`src/sv/assert_macros.svh`:
```
// Assertion macros shared by the line follower RTL.
`ifndef ASSERT_MACROS_SVH
`define ASSERT_MACROS_SVH

// The property is checked at every rising clock edge outside of reset.
`define LFS_ASSERT(lbl, clk, rstn, prop, msg) \
  lbl: assert property (@(posedge clk) disable iff (!rstn) (prop)) else $error(msg);

// The expression must never be true outside of reset.
`define LFS_ASSERT_NEVER(lbl, clk, rstn, expr, msg) \
  `LFS_ASSERT(lbl, clk, rstn, !(expr), msg)

`endif

```
`src/sv/lfs_pkg.sv`:
```
// Types and constants shared by the line follower step modules.
package lfs_pkg;

  localparam int unsigned REFL_W    = 7;
  localparam int unsigned DRIVE_W   = 8;
  localparam int unsigned GAIN_W    = 26;
  localparam int unsigned REG_IDX_W = 3;
  localparam int unsigned ERR_W     = 8;
  localparam int unsigned DIFF_W    = 9;

  // Integral magnitude entering the product is limited to 2^36.
  localparam int unsigned CLAMP_W = 37;
  localparam logic [CLAMP_W-1:0] CLAMP_MAG = 37'h10_0000_0000;

  // The integral product is split into a low and a high partial product.
  localparam int unsigned SPLIT_W   = 19;
  localparam int unsigned PROP_W    = GAIN_W + 1 + ERR_W;
  localparam int unsigned DERIV_W   = GAIN_W + 1 + DIFF_W;
  localparam int unsigned LO_W      = GAIN_W + SPLIT_W;
  localparam int unsigned HI_W      = GAIN_W + CLAMP_W - SPLIT_W;
  localparam int unsigned IMAG_W    = GAIN_W + CLAMP_W;
  localparam int unsigned TOTAL_W   = 64;
  localparam int unsigned FRAC_W    = 16;
  localparam int unsigned UFULL_W   = TOTAL_W - FRAC_W;
  localparam int unsigned U_W       = 10;
  localparam int unsigned SUM_DRV_W = 11;

  // Any correction beyond this saturates both drives anyway.
  localparam logic signed [U_W-1:0]       U_LIMIT     = 10'sd255;
  localparam logic signed [SUM_DRV_W-1:0] DRIVE_LIMIT = 11'sd100;

  localparam logic [REFL_W-1:0] THRESHOLD_RST  = 7'd50;
  localparam logic [REFL_W-1:0] BASE_SPEED_RST = 7'd30;
  localparam logic [GAIN_W-1:0] GAIN_PROP_RST  = 26'd13107;
  localparam logic [GAIN_W-1:0] GAIN_INTEG_RST = 26'd13;
  localparam logic [GAIN_W-1:0] GAIN_DERIV_RST = 26'd3276800;

  // Pipeline stage positions.
  localparam int unsigned ST_IN   = 0;
  localparam int unsigned ST_PID  = 1;
  localparam int unsigned ST_MAG  = 2;
  localparam int unsigned ST_MUL  = 3;
  localparam int unsigned ST_TERM = 4;
  localparam int unsigned ST_SUM  = 5;
  localparam int unsigned ST_U    = 6;
  localparam int unsigned ST_OUT  = 7;
  localparam int unsigned STAGES  = 8;

  typedef enum logic [REG_IDX_W-1:0] {
    REG_THRESHOLD  = 3'd0,
    REG_BASE_SPEED = 3'd1,
    REG_GAIN_PROP  = 3'd2,
    REG_GAIN_INTEG = 3'd3,
    REG_GAIN_DERIV = 3'd4
  } lfs_reg_e;

  typedef struct packed {
    logic [REFL_W-1:0] threshold;
    logic [REFL_W-1:0] base_speed;
    logic [GAIN_W-1:0] gain_prop;
    logic [GAIN_W-1:0] gain_integ;
    logic [GAIN_W-1:0] gain_deriv;
  } lfs_cfg_t;

  // Per-stage load enables and valid flags of the pipeline.
  typedef struct packed {
    logic [STAGES-1:0] load;
    logic [STAGES-1:0] valid;
  } lfs_pipe_t;

endpackage

```
`src/sv/lfs_cfg.sv`:
```
// Configuration register file of the line follower step.
module lfs_cfg (
  input  logic                           clk_i,
  input  logic                           rst_ni,
  input  logic                           cfg_we_i,
  input  logic [lfs_pkg::REG_IDX_W-1:0]  cfg_idx_i,
  input  logic [lfs_pkg::GAIN_W-1:0]     cfg_data_i,
  output lfs_pkg::lfs_cfg_t              cfg_o
);
  import lfs_pkg::*;

  lfs_cfg_t cfg_q, cfg_d;

  always_comb begin
    cfg_d = cfg_q;
    if (cfg_we_i) begin
      unique case (lfs_reg_e'(cfg_idx_i))
        REG_THRESHOLD:  cfg_d.threshold  = cfg_data_i[REFL_W-1:0];
        REG_BASE_SPEED: cfg_d.base_speed = cfg_data_i[REFL_W-1:0];
        REG_GAIN_PROP:  cfg_d.gain_prop  = cfg_data_i;
        REG_GAIN_INTEG: cfg_d.gain_integ = cfg_data_i;
        REG_GAIN_DERIV: cfg_d.gain_deriv = cfg_data_i;
        default:        cfg_d = cfg_q;
      endcase
    end
  end

  always_ff @(posedge clk_i or negedge rst_ni) begin
    if (!rst_ni) begin
      cfg_q.threshold  <= THRESHOLD_RST;
      cfg_q.base_speed <= BASE_SPEED_RST;
      cfg_q.gain_prop  <= GAIN_PROP_RST;
      cfg_q.gain_integ <= GAIN_INTEG_RST;
      cfg_q.gain_deriv <= GAIN_DERIV_RST;
    end else begin
      cfg_q <= cfg_d;
    end
  end

  assign cfg_o = cfg_q;

endmodule

```
`src/sv/lfs_front.sv`:
```
// Input register, PID state update and integral magnitude stages.
module lfs_front #(
  parameter int unsigned INTEGRAL_WIDTH = 32
) (
  input  logic                                clk_i,
  input  logic                                rst_ni,
  input  lfs_pkg::lfs_pipe_t                  pipe_i,
  input  lfs_pkg::lfs_cfg_t                   cfg_i,
  input  logic [lfs_pkg::REFL_W-1:0]          refl_left_i,
  input  logic [lfs_pkg::REFL_W-1:0]          refl_middle_i,
  input  logic [lfs_pkg::REFL_W-1:0]          refl_right_i,
  output logic signed [lfs_pkg::ERR_W-1:0]    err_o,
  output logic signed [lfs_pkg::DIFF_W-1:0]   diff_o,
  output logic [lfs_pkg::CLAMP_W-1:0]         mag_o,
  output logic                                neg_o,
  output logic                                junction_o
);
  import lfs_pkg::*;

  localparam int unsigned W    = INTEGRAL_WIDTH;
  localparam int unsigned MagW = (W > CLAMP_W) ? W : CLAMP_W;

  // Stage 1: registered samples.
  logic [REFL_W-1:0] left_q, mid_q, right_q;

  always_ff @(posedge clk_i) begin
    if (pipe_i.load[ST_IN]) begin
      left_q  <= refl_left_i;
      mid_q   <= refl_middle_i;
      right_q <= refl_right_i;
    end
  end

  // Stage 2: error, saturating integral and error difference.
  logic signed [ERR_W-1:0]  err_c;
  logic signed [W:0]        sum_ext;
  logic signed [W-1:0]      sum_sat;
  logic signed [DIFF_W-1:0] diff_c;
  logic                     junc_c;
  logic                     upd;
  logic signed [W-1:0]      integ_q;
  logic signed [ERR_W-1:0]  prev_q;

  assign err_c   = $signed({1'b0, mid_q}) - $signed({1'b0, cfg_i.threshold});
  assign sum_ext = {integ_q[W-1], integ_q} + {{(W-ERR_W+1){err_c[ERR_W-1]}}, err_c};
  assign diff_c  = {err_c[ERR_W-1], err_c} - {prev_q[ERR_W-1], prev_q};
  assign junc_c  = (left_q < cfg_i.threshold) && (right_q < cfg_i.threshold);
  assign upd     = pipe_i.load[ST_PID] && pipe_i.valid[ST_IN];

  always_comb begin
    if (sum_ext[W] != sum_ext[W-1]) begin
      sum_sat = sum_ext[W] ? {1'b1, {(W-1){1'b0}}} : {1'b0, {(W-1){1'b1}}};
    end else begin
      sum_sat = sum_ext[W-1:0];
    end
  end

  always_ff @(posedge clk_i or negedge rst_ni) begin
    if (!rst_ni) begin
      integ_q <= '0;
      prev_q  <= '0;
    end else if (upd) begin
      integ_q <= sum_sat;
      prev_q  <= err_c;
    end
  end

  logic signed [ERR_W-1:0]  err2_q;
  logic signed [DIFF_W-1:0] diff2_q;
  logic signed [W-1:0]      sum2_q;
  logic                     junc2_q;

  always_ff @(posedge clk_i) begin
    if (pipe_i.load[ST_PID]) begin
      err2_q  <= err_c;
      diff2_q <= diff_c;
      sum2_q  <= sum_sat;
      junc2_q <= junc_c;
    end
  end

  // Stage 3: integral magnitude, limited before the product.
  logic [W-1:0]       mag_c;
  logic [MagW-1:0]    mag_ext;
  logic [CLAMP_W-1:0] mag_cl;

  assign mag_c   = sum2_q[W-1] ? (~sum2_q + 1'b1) : sum2_q;
  assign mag_ext = MagW'(mag_c);
  assign mag_cl  = (mag_ext > MagW'(CLAMP_MAG)) ? CLAMP_MAG : mag_ext[CLAMP_W-1:0];

  always_ff @(posedge clk_i) begin
    if (pipe_i.load[ST_MAG]) begin
      err_o      <= err2_q;
      diff_o     <= diff2_q;
      mag_o      <= mag_cl;
      neg_o      <= sum2_q[W-1];
      junction_o <= junc2_q;
    end
  end

endmodule

```
`src/sv/lfs_mul.sv`:
```
// Gain product stage and integral term assembly stage.
module lfs_mul (
  input  logic                                 clk_i,
  input  lfs_pkg::lfs_pipe_t                   pipe_i,
  input  lfs_pkg::lfs_cfg_t                    cfg_i,
  input  logic signed [lfs_pkg::ERR_W-1:0]     err_i,
  input  logic signed [lfs_pkg::DIFF_W-1:0]    diff_i,
  input  logic [lfs_pkg::CLAMP_W-1:0]          mag_i,
  input  logic                                 neg_i,
  input  logic                                 junction_i,
  output logic signed [lfs_pkg::TOTAL_W-1:0]   integ_term_o,
  output logic signed [lfs_pkg::PROP_W-1:0]    prop_o,
  output logic signed [lfs_pkg::DERIV_W-1:0]   deriv_o,
  output logic                                 junction_o
);
  import lfs_pkg::*;

  // Stage 4: three products, the integral one in two halves.
  logic signed [PROP_W-1:0]  prop_c;
  logic signed [DERIV_W-1:0] deriv_c;
  logic [LO_W-1:0]           lo_c;
  logic [HI_W-1:0]           hi_c;

  assign prop_c  = $signed({1'b0, cfg_i.gain_prop}) * err_i;
  assign deriv_c = $signed({1'b0, cfg_i.gain_deriv}) * diff_i;
  assign lo_c    = cfg_i.gain_integ * mag_i[SPLIT_W-1:0];
  assign hi_c    = cfg_i.gain_integ * mag_i[CLAMP_W-1:SPLIT_W];

  logic signed [PROP_W-1:0]  prop4_q;
  logic signed [DERIV_W-1:0] deriv4_q;
  logic [LO_W-1:0]           lo4_q;
  logic [HI_W-1:0]           hi4_q;
  logic                      neg4_q;
  logic                      junc4_q;

  always_ff @(posedge clk_i) begin
    if (pipe_i.load[ST_MUL]) begin
      prop4_q  <= prop_c;
      deriv4_q <= deriv_c;
      lo4_q    <= lo_c;
      hi4_q    <= hi_c;
      neg4_q   <= neg_i;
      junc4_q  <= junction_i;
    end
  end

  // Stage 5: recombine the halves and restore the sign.
  logic [IMAG_W-1:0]          imag_c;
  logic signed [TOTAL_W-1:0]  iterm_c;

  assign imag_c  = {hi4_q, {SPLIT_W{1'b0}}} + IMAG_W'(lo4_q);
  assign iterm_c = neg4_q ? -$signed({1'b0, imag_c}) : $signed({1'b0, imag_c});

  always_ff @(posedge clk_i) begin
    if (pipe_i.load[ST_TERM]) begin
      integ_term_o <= iterm_c;
      prop_o       <= prop4_q;
      deriv_o      <= deriv4_q;
      junction_o   <= junc4_q;
    end
  end

endmodule

```
`src/sv/lfs_out.sv`:
```
// Correction sum, scaling and drive saturation stages.
module lfs_out (
  input  logic                                 clk_i,
  input  lfs_pkg::lfs_pipe_t                   pipe_i,
  input  lfs_pkg::lfs_cfg_t                    cfg_i,
  input  logic signed [lfs_pkg::TOTAL_W-1:0]   integ_term_i,
  input  logic signed [lfs_pkg::PROP_W-1:0]    prop_i,
  input  logic signed [lfs_pkg::DERIV_W-1:0]   deriv_i,
  input  logic                                 junction_i,
  output logic signed [lfs_pkg::DRIVE_W-1:0]   drive_left_o,
  output logic signed [lfs_pkg::DRIVE_W-1:0]   drive_right_o,
  output logic                                 junction_seen_o
);
  import lfs_pkg::*;

  // Stage 6: sum of the three terms.
  logic signed [TOTAL_W-1:0] total_c;
  logic signed [TOTAL_W-1:0] total6_q;
  logic                      junc6_q;

  assign total_c = integ_term_i
                 + {{(TOTAL_W-PROP_W){prop_i[PROP_W-1]}}, prop_i}
                 + {{(TOTAL_W-DERIV_W){deriv_i[DERIV_W-1]}}, deriv_i};

  always_ff @(posedge clk_i) begin
    if (pipe_i.load[ST_SUM]) begin
      total6_q <= total_c;
      junc6_q  <= junction_i;
    end
  end

  // Stage 7: drop the fraction toward zero and limit the correction.
  logic signed [TOTAL_W-1:0] adj_c;
  logic signed [UFULL_W-1:0] ufull_c;
  logic signed [U_W-1:0]     u_c;
  logic signed [U_W-1:0]     u7_q;
  logic                      junc7_q;

  assign adj_c   = total6_q[TOTAL_W-1] ? (total6_q + 64'sd65535) : total6_q;
  assign ufull_c = adj_c[TOTAL_W-1:FRAC_W];

  always_comb begin
    priority if (ufull_c > UFULL_W'(U_LIMIT)) begin
      u_c = U_LIMIT;
    end else if (ufull_c < -UFULL_W'(U_LIMIT)) begin
      u_c = -U_LIMIT;
    end else begin
      u_c = ufull_c[U_W-1:0];
    end
  end

  always_ff @(posedge clk_i) begin
    if (pipe_i.load[ST_U]) begin
      u7_q    <= u_c;
      junc7_q <= junc6_q;
    end
  end

  // Output stage: base speed plus and minus the correction, saturated.
  logic signed [SUM_DRV_W-1:0] base_c;
  logic signed [SUM_DRV_W-1:0] left_c, right_c;
  logic signed [DRIVE_W-1:0]   left_sat, right_sat;

  assign base_c  = $signed({{(SUM_DRV_W-REFL_W){1'b0}}, cfg_i.base_speed});
  assign left_c  = base_c + {u7_q[U_W-1], u7_q};
  assign right_c = base_c - {u7_q[U_W-1], u7_q};

  always_comb begin
    priority if (left_c > DRIVE_LIMIT) begin
      left_sat = DRIVE_LIMIT[DRIVE_W-1:0];
    end else if (left_c < -DRIVE_LIMIT) begin
      left_sat = -DRIVE_LIMIT[DRIVE_W-1:0];
    end else begin
      left_sat = left_c[DRIVE_W-1:0];
    end
    priority if (right_c > DRIVE_LIMIT) begin
      right_sat = DRIVE_LIMIT[DRIVE_W-1:0];
    end else if (right_c < -DRIVE_LIMIT) begin
      right_sat = -DRIVE_LIMIT[DRIVE_W-1:0];
    end else begin
      right_sat = right_c[DRIVE_W-1:0];
    end
  end

  always_ff @(posedge clk_i) begin
    if (pipe_i.load[ST_OUT]) begin
      drive_left_o    <= left_sat;
      drive_right_o   <= right_sat;
      junction_seen_o <= junc7_q;
    end
  end

endmodule

```
`src/sv/pid_line_follower_step.sv`:
```
// Top level of the PID line follower step: pipeline control and stage modules.
//
//   Channel   Direction  Handshake              Payload
//   in        sink       in_valid_i/in_stall_o  refl_left_i, refl_middle_i, refl_right_i
//   out       source     out_valid_o/out_stall_i drive_left_o, drive_right_o, junction_seen_o
//   cfg       sink       cfg_we_i               cfg_idx_i, cfg_data_i
//
// One beat can enter every cycle while in_stall_o is low; its result moves through the stage
// registers in order, is presented from the output stage and leaves at the first unstalled edge.
// The loop state (integral and previous error) updates in the second stage, where it is read,
// so beats follow each other back to back; the gain products sit in their own stage.
// Reset clears the valid flags, the loop state and loads the register reset values.
// Each stage holds its beat while the stage after it is full and stalled, so an
// output stall fills the empty stages first before the input stalls.
`include "assert_macros.svh"

module pid_line_follower_step #(
  parameter int unsigned INTEGRAL_WIDTH = 32
) (
  input  logic                                clk_i,
  input  logic                                rst_ni,
  input  logic                                cfg_we_i,
  input  logic [lfs_pkg::REG_IDX_W-1:0]       cfg_idx_i,
  input  logic [lfs_pkg::GAIN_W-1:0]          cfg_data_i,
  input  logic                                in_valid_i,
  output logic                                in_stall_o,
  input  logic [lfs_pkg::REFL_W-1:0]          refl_left_i,
  input  logic [lfs_pkg::REFL_W-1:0]          refl_middle_i,
  input  logic [lfs_pkg::REFL_W-1:0]          refl_right_i,
  output logic                                out_valid_o,
  input  logic                                out_stall_i,
  output logic signed [lfs_pkg::DRIVE_W-1:0]  drive_left_o,
  output logic signed [lfs_pkg::DRIVE_W-1:0]  drive_right_o,
  output logic                                junction_seen_o
);
  import lfs_pkg::*;

  // Pipeline control. A stage may load when it is empty or its beat moves on.
  logic [STAGES-1:0] valid_q, valid_d;
  logic [STAGES-1:0] load;
  lfs_pipe_t         pipe;

  always_comb begin
    load[STAGES-1] = !valid_q[STAGES-1] || !out_stall_i;
    for (int k = STAGES - 2; k >= 0; k--) begin
      load[k] = !valid_q[k] || load[k+1];
    end
  end

  always_comb begin
    valid_d[0] = load[0] ? in_valid_i : valid_q[0];
    for (int k = 1; k < STAGES; k++) begin
      valid_d[k] = load[k] ? valid_q[k-1] : valid_q[k];
    end
  end

  always_ff @(posedge clk_i or negedge rst_ni) begin
    if (!rst_ni) begin
      valid_q <= '0;
    end else begin
      valid_q <= valid_d;
    end
  end

  assign pipe = '{load: load, valid: valid_q};

  assign in_stall_o  = !load[ST_IN];
  assign out_valid_o = valid_q[ST_OUT];

  // Configuration registers.
  lfs_cfg_t cfg;

  lfs_cfg u_cfg (
    .clk_i      (clk_i),
    .rst_ni     (rst_ni),
    .cfg_we_i   (cfg_we_i),
    .cfg_idx_i  (cfg_idx_i),
    .cfg_data_i (cfg_data_i),
    .cfg_o      (cfg)
  );

  // Error, loop state and integral magnitude.
  logic signed [ERR_W-1:0]  err;
  logic signed [DIFF_W-1:0] diff;
  logic [CLAMP_W-1:0]       mag;
  logic                     neg;
  logic                     junc_front;

  lfs_front #(
    .INTEGRAL_WIDTH (INTEGRAL_WIDTH)
  ) u_front (
    .clk_i         (clk_i),
    .rst_ni        (rst_ni),
    .pipe_i        (pipe),
    .cfg_i         (cfg),
    .refl_left_i   (refl_left_i),
    .refl_middle_i (refl_middle_i),
    .refl_right_i  (refl_right_i),
    .err_o         (err),
    .diff_o        (diff),
    .mag_o         (mag),
    .neg_o         (neg),
    .junction_o    (junc_front)
  );

  // Gain products.
  logic signed [TOTAL_W-1:0] integ_term;
  logic signed [PROP_W-1:0]  prop;
  logic signed [DERIV_W-1:0] deriv;
  logic                      junc_mul;

  lfs_mul u_mul (
    .clk_i        (clk_i),
    .pipe_i       (pipe),
    .cfg_i        (cfg),
    .err_i        (err),
    .diff_i       (diff),
    .mag_i        (mag),
    .neg_i        (neg),
    .junction_i   (junc_front),
    .integ_term_o (integ_term),
    .prop_o       (prop),
    .deriv_o      (deriv),
    .junction_o   (junc_mul)
  );

  // Correction and drive outputs.
  lfs_out u_out (
    .clk_i           (clk_i),
    .pipe_i          (pipe),
    .cfg_i           (cfg),
    .integ_term_i    (integ_term),
    .prop_i          (prop),
    .deriv_i         (deriv),
    .junction_i      (junc_mul),
    .drive_left_o    (drive_left_o),
    .drive_right_o   (drive_right_o),
    .junction_seen_o (junction_seen_o)
  );

  // Either drive lies outside the saturation band.
  logic drive_bad;

  assign drive_bad = (drive_left_o > 8'sd100) || (drive_left_o < -8'sd100)
                  || (drive_right_o > 8'sd100) || (drive_right_o < -8'sd100);

  // An empty input stage never pushes back on the source.
  `LFS_ASSERT(a_in_free, clk_i, rst_ni, !valid_q[ST_IN] |-> !in_stall_o, "stall while empty")
  // A new result only appears when the stage before held a beat.
  `LFS_ASSERT(a_out_source, clk_i, rst_ni, $rose(out_valid_o) |-> $past(valid_q[ST_U]), "orphan")
  // Both drives stay inside the saturation band.
  `LFS_ASSERT_NEVER(a_drive_range, clk_i, rst_ni, out_valid_o && drive_bad, "drive out of band")

endmodule
```
`config.mk`:
```
export PLATFORM = sky130hd
export DESIGN_NAME = pid_line_follower_step
export DESIGN_NICKNAME = d
export VERILOG_FILES = /design/src/sv/lfs_pkg.sv /design/src/sv/lfs_cfg.sv /design/src/sv/lfs_front.sv /design/src/sv/lfs_mul.sv /design/src/sv/lfs_out.sv /design/src/sv/pid_line_follower_step.sv
export VERILOG_INCLUDE_DIRS = /design/src /design/src/sv
export SDC_FILE = /design/constraint.sdc
export NUM_CORES = 2
export LEC_CHECK = 0
export BUFFER_PORTS_ARGS = -buffer_cell sky130_fd_sc_hd__buf_2
export CAP_MARGIN = 15
export CORE_MARGIN = 2
export CORE_UTILIZATION = 35
export DETAILED_ROUTE_END_ITERATION = 10
export GPL_TIMING_DRIVEN = 0
export PLACE_DENSITY = 0.51
export REMOVE_ABC_BUFFERS = 1
export SETUP_SLACK_MARGIN = 0.02
export SLEW_MARGIN = 20
export SYNTH_ARGS = -nofsm -noshare
export SYNTH_HDL_FRONTEND = slang
export SYNTH_SLANG_ARGS = --single-unit
```
`constraint.sdc`:
```
create_clock -name clk_i -period 8.05 [get_ports clk_i]
set_input_delay 0.805 -clock clk_i [delete_from_list [all_inputs] [get_ports clk_i]]
set_output_delay 0.805 -clock clk_i [all_outputs]
set_load 0.03 [all_outputs]
```
==> summary.txt <==
Outcome
  – Run status: completed

Place
  – Dpl hpwl: 153000 µm
  – Routability congestion estimate: 0.881
  – Port bufs: 73
  – Pre-CTS setup slack: -0.320 ns

Detailed routing
  – Wirelength per Cell: 18.6 µm
  – Antenna viol nets, final: 0
  – Via-per-instance ratio: 4.94
  – Overall via count from detail_route: 50991
  – Met3 wire length: 10500 µm
  – Wire length on met2: 90000 µm
  – Met1 layer wirelength in the final routing: 87900 µm
  – Detailed router's first-iteration violation count: 2902
  – Iteration count of the initial detailed-routing pass: 6
  – Total Routed Length: 192000 µm
  – DRC: 0
  – DR top layer: met5

Timing
  – Largest clock skew in the final design: 0.0407 ns
  – Relative max-transition margin: 25.2%
  – Period utilization: 95.0%
  – Number of setup violations in the final report: 0
  – FMAX: 131 MHz
  – Minimum setup slack in the final design: 0.405 ns
  – Unrepaired setup endpoints after global routing: yes
  – Transition time at the pin with the least slew margin: 1.12 ns
  – Crit path time final: 7.65 ns
  – Number of slew-limit violations in the final report: 0
  – Fin. Hold Viols: 0

Synth
  – Netlist cell types: 89
  – Cell with the most instances after synthesis: sky130_fd_sc_hd__inv_1
  – Number of enable-type register cells in the synthesized netlist: 510
  – Most used flip-flop cell after synthesis: sky130_fd_sc_hd__edfxtp_1
  – Mapped Area: 74800 µm²
  – Most area-hungry cell type in the Yosys netlist: sky130_fd_sc_hd__fa_1
  – Share of synthesized area occupied by flip-flops and latches: 25.2%
  – Mean Syn Cell Area: 10.1 µm²
  – Warning count from the yosys run: 0
  – Fraction of post-synthesis cell area in the top cell type by area: 28.3%
  – Async set or reset register ratio after synthesis: 21.5%
  – Cell count after synthesis: 7438
  – Top post-synthesis cells by count: sky130_fd_sc_hd__inv_1 (1324), sky130_fd_sc_hd__fa_1 (1056), sky130_fd_sc_hd__nand2_1 (866), sky130_fd_sc_hd__ha_1 (596), sky130_fd_sc_hd__and2_1 (582)
  – Largest cells by area after synthesis: sky130_fd_sc_hd__fa_1 (28%), sky130_fd_sc_hd__edfxtp_1 (20%), sky130_fd_sc_hd__ha_1 (10%)
  – Number of synthesized register bits: 650

Die
  – Num rows: 169
  – Die span in x: 466 µm
  – Top Ports: 74
  – Area of the core: 212000 µm²
  – Effective utilization at floorplan: 35.2%
  – Die Height: 466 µm
  – Full die area: 217000 µm²

CTS
  – Buffer depth of the longest clock path: 3
  – Clock tree from TritonCTS: done
  – Insertion delay of the later-clocked pin in the worst-skew pair: 0.70 ns
  – Clock Sink Count: 650
  – H-tree Lvls: 3
  – Number of buffers inserted during clock tree synthesis: 79
  – Clock tree root buffer cell: sky130_fd_sc_hd__clkbuf_16
  – CTS clk-pin slew, worst paths: 0.06 ns

Global routing
  – Number of global-route vias before repair: 53591
  – Initial antenna violation count: 30
  – Overflow after GRT: 0
  – First-pass GRT wire length: 306000 µm
  – GR Util All Layers: 17.8%
  – Pin count of the biggest net entering global routing: 110

Setup path
  – Endpoint kind of the worst setup timing path: flip-flop
  – Setup crit start kind: flip-flop
  – Worst r2r path cells: 23
  – Reg2Reg Capture Point: u_mul.lo4_q[38]
  – Start of the worst register-to-register path: u_front.mag_o[2]
  – Critical path type: flip-flop to flip-flop
  – Worst EP required: 8.41 ns
  – R2r setup slk: 0.40 ns
  – Max FO, Critical Path: 14
  – Arrival time of the worst setup path: 8.01 ns

Final layout
  – Number of nets in the final layout: 9133
  – Synth-to-layout area growth: 10.0%
  – Layout cell share with drive strength beyond 1: 7.26%

Hold path
  – Cell depth of the worst min-delay path: 1
  – Hold Path Origin: refl_middle_i[4]
  – Worst min-delay path endpoint: u_front.mid_q[4]
  – Worst min path class: input port to flip-flop

Flow run
  – Number of maximum-capacitance violations: 0
layout make-up:
| class | instances | area (µm²) |
|---|---|---|
| diodes | 3 | 7.51 |
| clock buffers | 91 | 2050 |
| clock inverters | 54 | 604 |
| fillers | 21005 | 130000 |
| inverters | 1324 | 4980 |
| multi-input cells | 5187 | 50000 |
| flip-flops and latches | 650 | 18900 |
| well taps | 2821 | 3530 |
| repair buffers | 184 | 2180 |
worst max-delay path by stage:
stage	startpoint	to	depth (start not counted)
finish	u_front.mag_o[2]	u_mul.lo4_q[38]	23
global route	u_cfg.cfg_o[26]	u_mul.lo4_q[43]	22
CTS	u_cfg.cfg_o[28]	u_mul.lo4_q[43]	22
detailed placement	u_front.mag_o[18]	u_mul.lo4_q[43]	22
global placement	u_cfg.cfg_o[42]	u_mul.lo4_q[43]	23
floorplan	u_front.mag_o[12]	u_mul.lo4_q[43]	24
timing repair:
action | in CTS | in global routing
hold buffers | 1 | 0
hold endpoints to repair | 8 | 0
gates cloned | 0 | 0
gates resized for setup | 2 | 6
endpoints found under the setup margin | 2 | 10
buffers inserted | 4 | 20
pin swaps | 0 | 0
critical path, cell delays in order, from the launching register on:
cell,delay [ns]
sky130_fd_sc_hd__edfxtp_1,0.88
sky130_fd_sc_hd__and2_1,0.26
sky130_fd_sc_hd__fa_1,0.45
sky130_fd_sc_hd__fa_1,0.52
sky130_fd_sc_hd__inv_1,0.07
sky130_fd_sc_hd__fa_1,0.53
sky130_fd_sc_hd__inv_1,0.05
sky130_fd_sc_hd__fa_1,0.46
sky130_fd_sc_hd__ha_1,0.30
sky130_fd_sc_hd__inv_1,0.05
sky130_fd_sc_hd__fa_1,0.54
sky130_fd_sc_hd__inv_1,0.05
sky130_fd_sc_hd__ha_1,0.19
sky130_fd_sc_hd__a2111oi_0,0.44
sky130_fd_sc_hd__o21ai_0,0.21
sky130_fd_sc_hd__a31oi_1,0.36
sky130_fd_sc_hd__o21ai_0,0.36
sky130_fd_sc_hd__a211o_1,0.41
sky130_fd_sc_hd__nand3_1,0.19
sky130_fd_sc_hd__nand2_1,0.10
sky130_fd_sc_hd__o211ai_1,0.25
sky130_fd_sc_hd__a21boi_0,0.17
sky130_fd_sc_hd__mux2i_1,0.19
sky130_fd_sc_hd__o211ai_1,0.27
logic make-up (layout without fill, tap and decap cells):
logic type / Yosys count / after routing / share of synthesized area (%)
flip-flops: 650 / 650 / 25.2
adder cells (fa/ha/maj): 1656 / 1656 / 38.3
AND/OR/NAND/NOR: 2078 / 2078 / 13.9
other: 0 / 3 / 0
buffers and inverters: 1601 / 1653 / 8.04
XOR/XNOR: 369 / 369 / 4.32
AO/OA/AOI/OAI: 956 / 956 / 8.29
multiplexers: 128 / 128 / 1.92
cells in the final DEF (no fill, tap or decap), types with 19 or more instances in the layout:
cell and n:
sky130_fd_sc_hd__and3_1 31, sky130_fd_sc_hd__fa_1 1056, sky130_fd_sc_hd__inv_1 1323, sky130_fd_sc_hd__or3_1 20
sky130_fd_sc_hd__o21a_1 47, sky130_fd_sc_hd__nand2_1 863, sky130_fd_sc_hd__nand4_1 48, sky130_fd_sc_hd__o21bai_1 30
sky130_fd_sc_hd__o31ai_1 37, sky130_fd_sc_hd__dfrtp_1 96, sky130_fd_sc_hd__nor3_1 62, sky130_fd_sc_hd__and2_1 582
sky130_fd_sc_hd__mux2_2 122, sky130_fd_sc_hd__xnor2_1 267, sky130_fd_sc_hd__nand2b_1 84, sky130_fd_sc_hd__a21o_1 158
sky130_fd_sc_hd__a31oi_1 37, sky130_fd_sc_hd__buf_2 73, sky130_fd_sc_hd__ha_1 596, sky130_fd_sc_hd__clkbuf_16 79
sky130_fd_sc_hd__nor4_1 19, sky130_fd_sc_hd__nor2_1 175, sky130_fd_sc_hd__buf_8 49, sky130_fd_sc_hd__o21ai_0 184
sky130_fd_sc_hd__nand3_1 64, sky130_fd_sc_hd__a21boi_0 21, sky130_fd_sc_hd__nor2b_1 43, sky130_fd_sc_hd__edfxtp_1 510
sky130_fd_sc_hd__xor2_1 101, sky130_fd_sc_hd__or2_2 19, sky130_fd_sc_hd__dfrtp_2 21, sky130_fd_sc_hd__buf_12 23
sky130_fd_sc_hd__a21oi_1 264, sky130_fd_sc_hd__a211oi_1 23
per-stage QoR:
stage | util, % | cell area, µm² | TNS [ns] | hold slack [ns] | std cells
floorplan | - | 73700 | 0 | 0.400 | 7161
global placement | 36.6 | 77600 | -13.13 | 0.402 | 10055
detailed placement | 37.3 | 79200 | -0.473 | 0.405 | 10137
CTS | 38.6 | 81900 | 0 | 0.224 | 10287
global route | 38.7 | 82300 | 0 | 0.235 | 10313
finish | 38.7 | 82300 | 0 | 0.279 | 10314
per-layer routing:
layer,track usage [%],vias up
met5,0,-
met2,29.5,979
met1,24.8,25943
met4,3.23,12
li1,-,23841
met3,2.81,216
sequential cells by signal (all words and copies together) (netlist names), 9 cells and up:
| register | cells |
|---|---|
| u_mul.prop_o | 35 |
| u_front.diff2_q | 9 |
| u_cfg.cfg_o | 92 |
| u_out.total6_q | 64 |
| u_front.sum2_q | 32 |
| u_front.mag_o | 32 |
| u_mul.hi4_q | 41 |
| u_out.u7_q | 10 |
| u_mul.lo4_q | 45 |
| u_mul.integ_term_o | 64 |
| u_front.diff_o | 9 |
| u_front.integ_q | 32 |
| u_mul.deriv_o | 36 |
| u_mul.prop4_q | 35 |
| u_mul.deriv4_q | 36 |
Power is left out: the tool's default activity adds up to more than one toggle a clock period on the data nets, which glitch-free logic cannot reach.
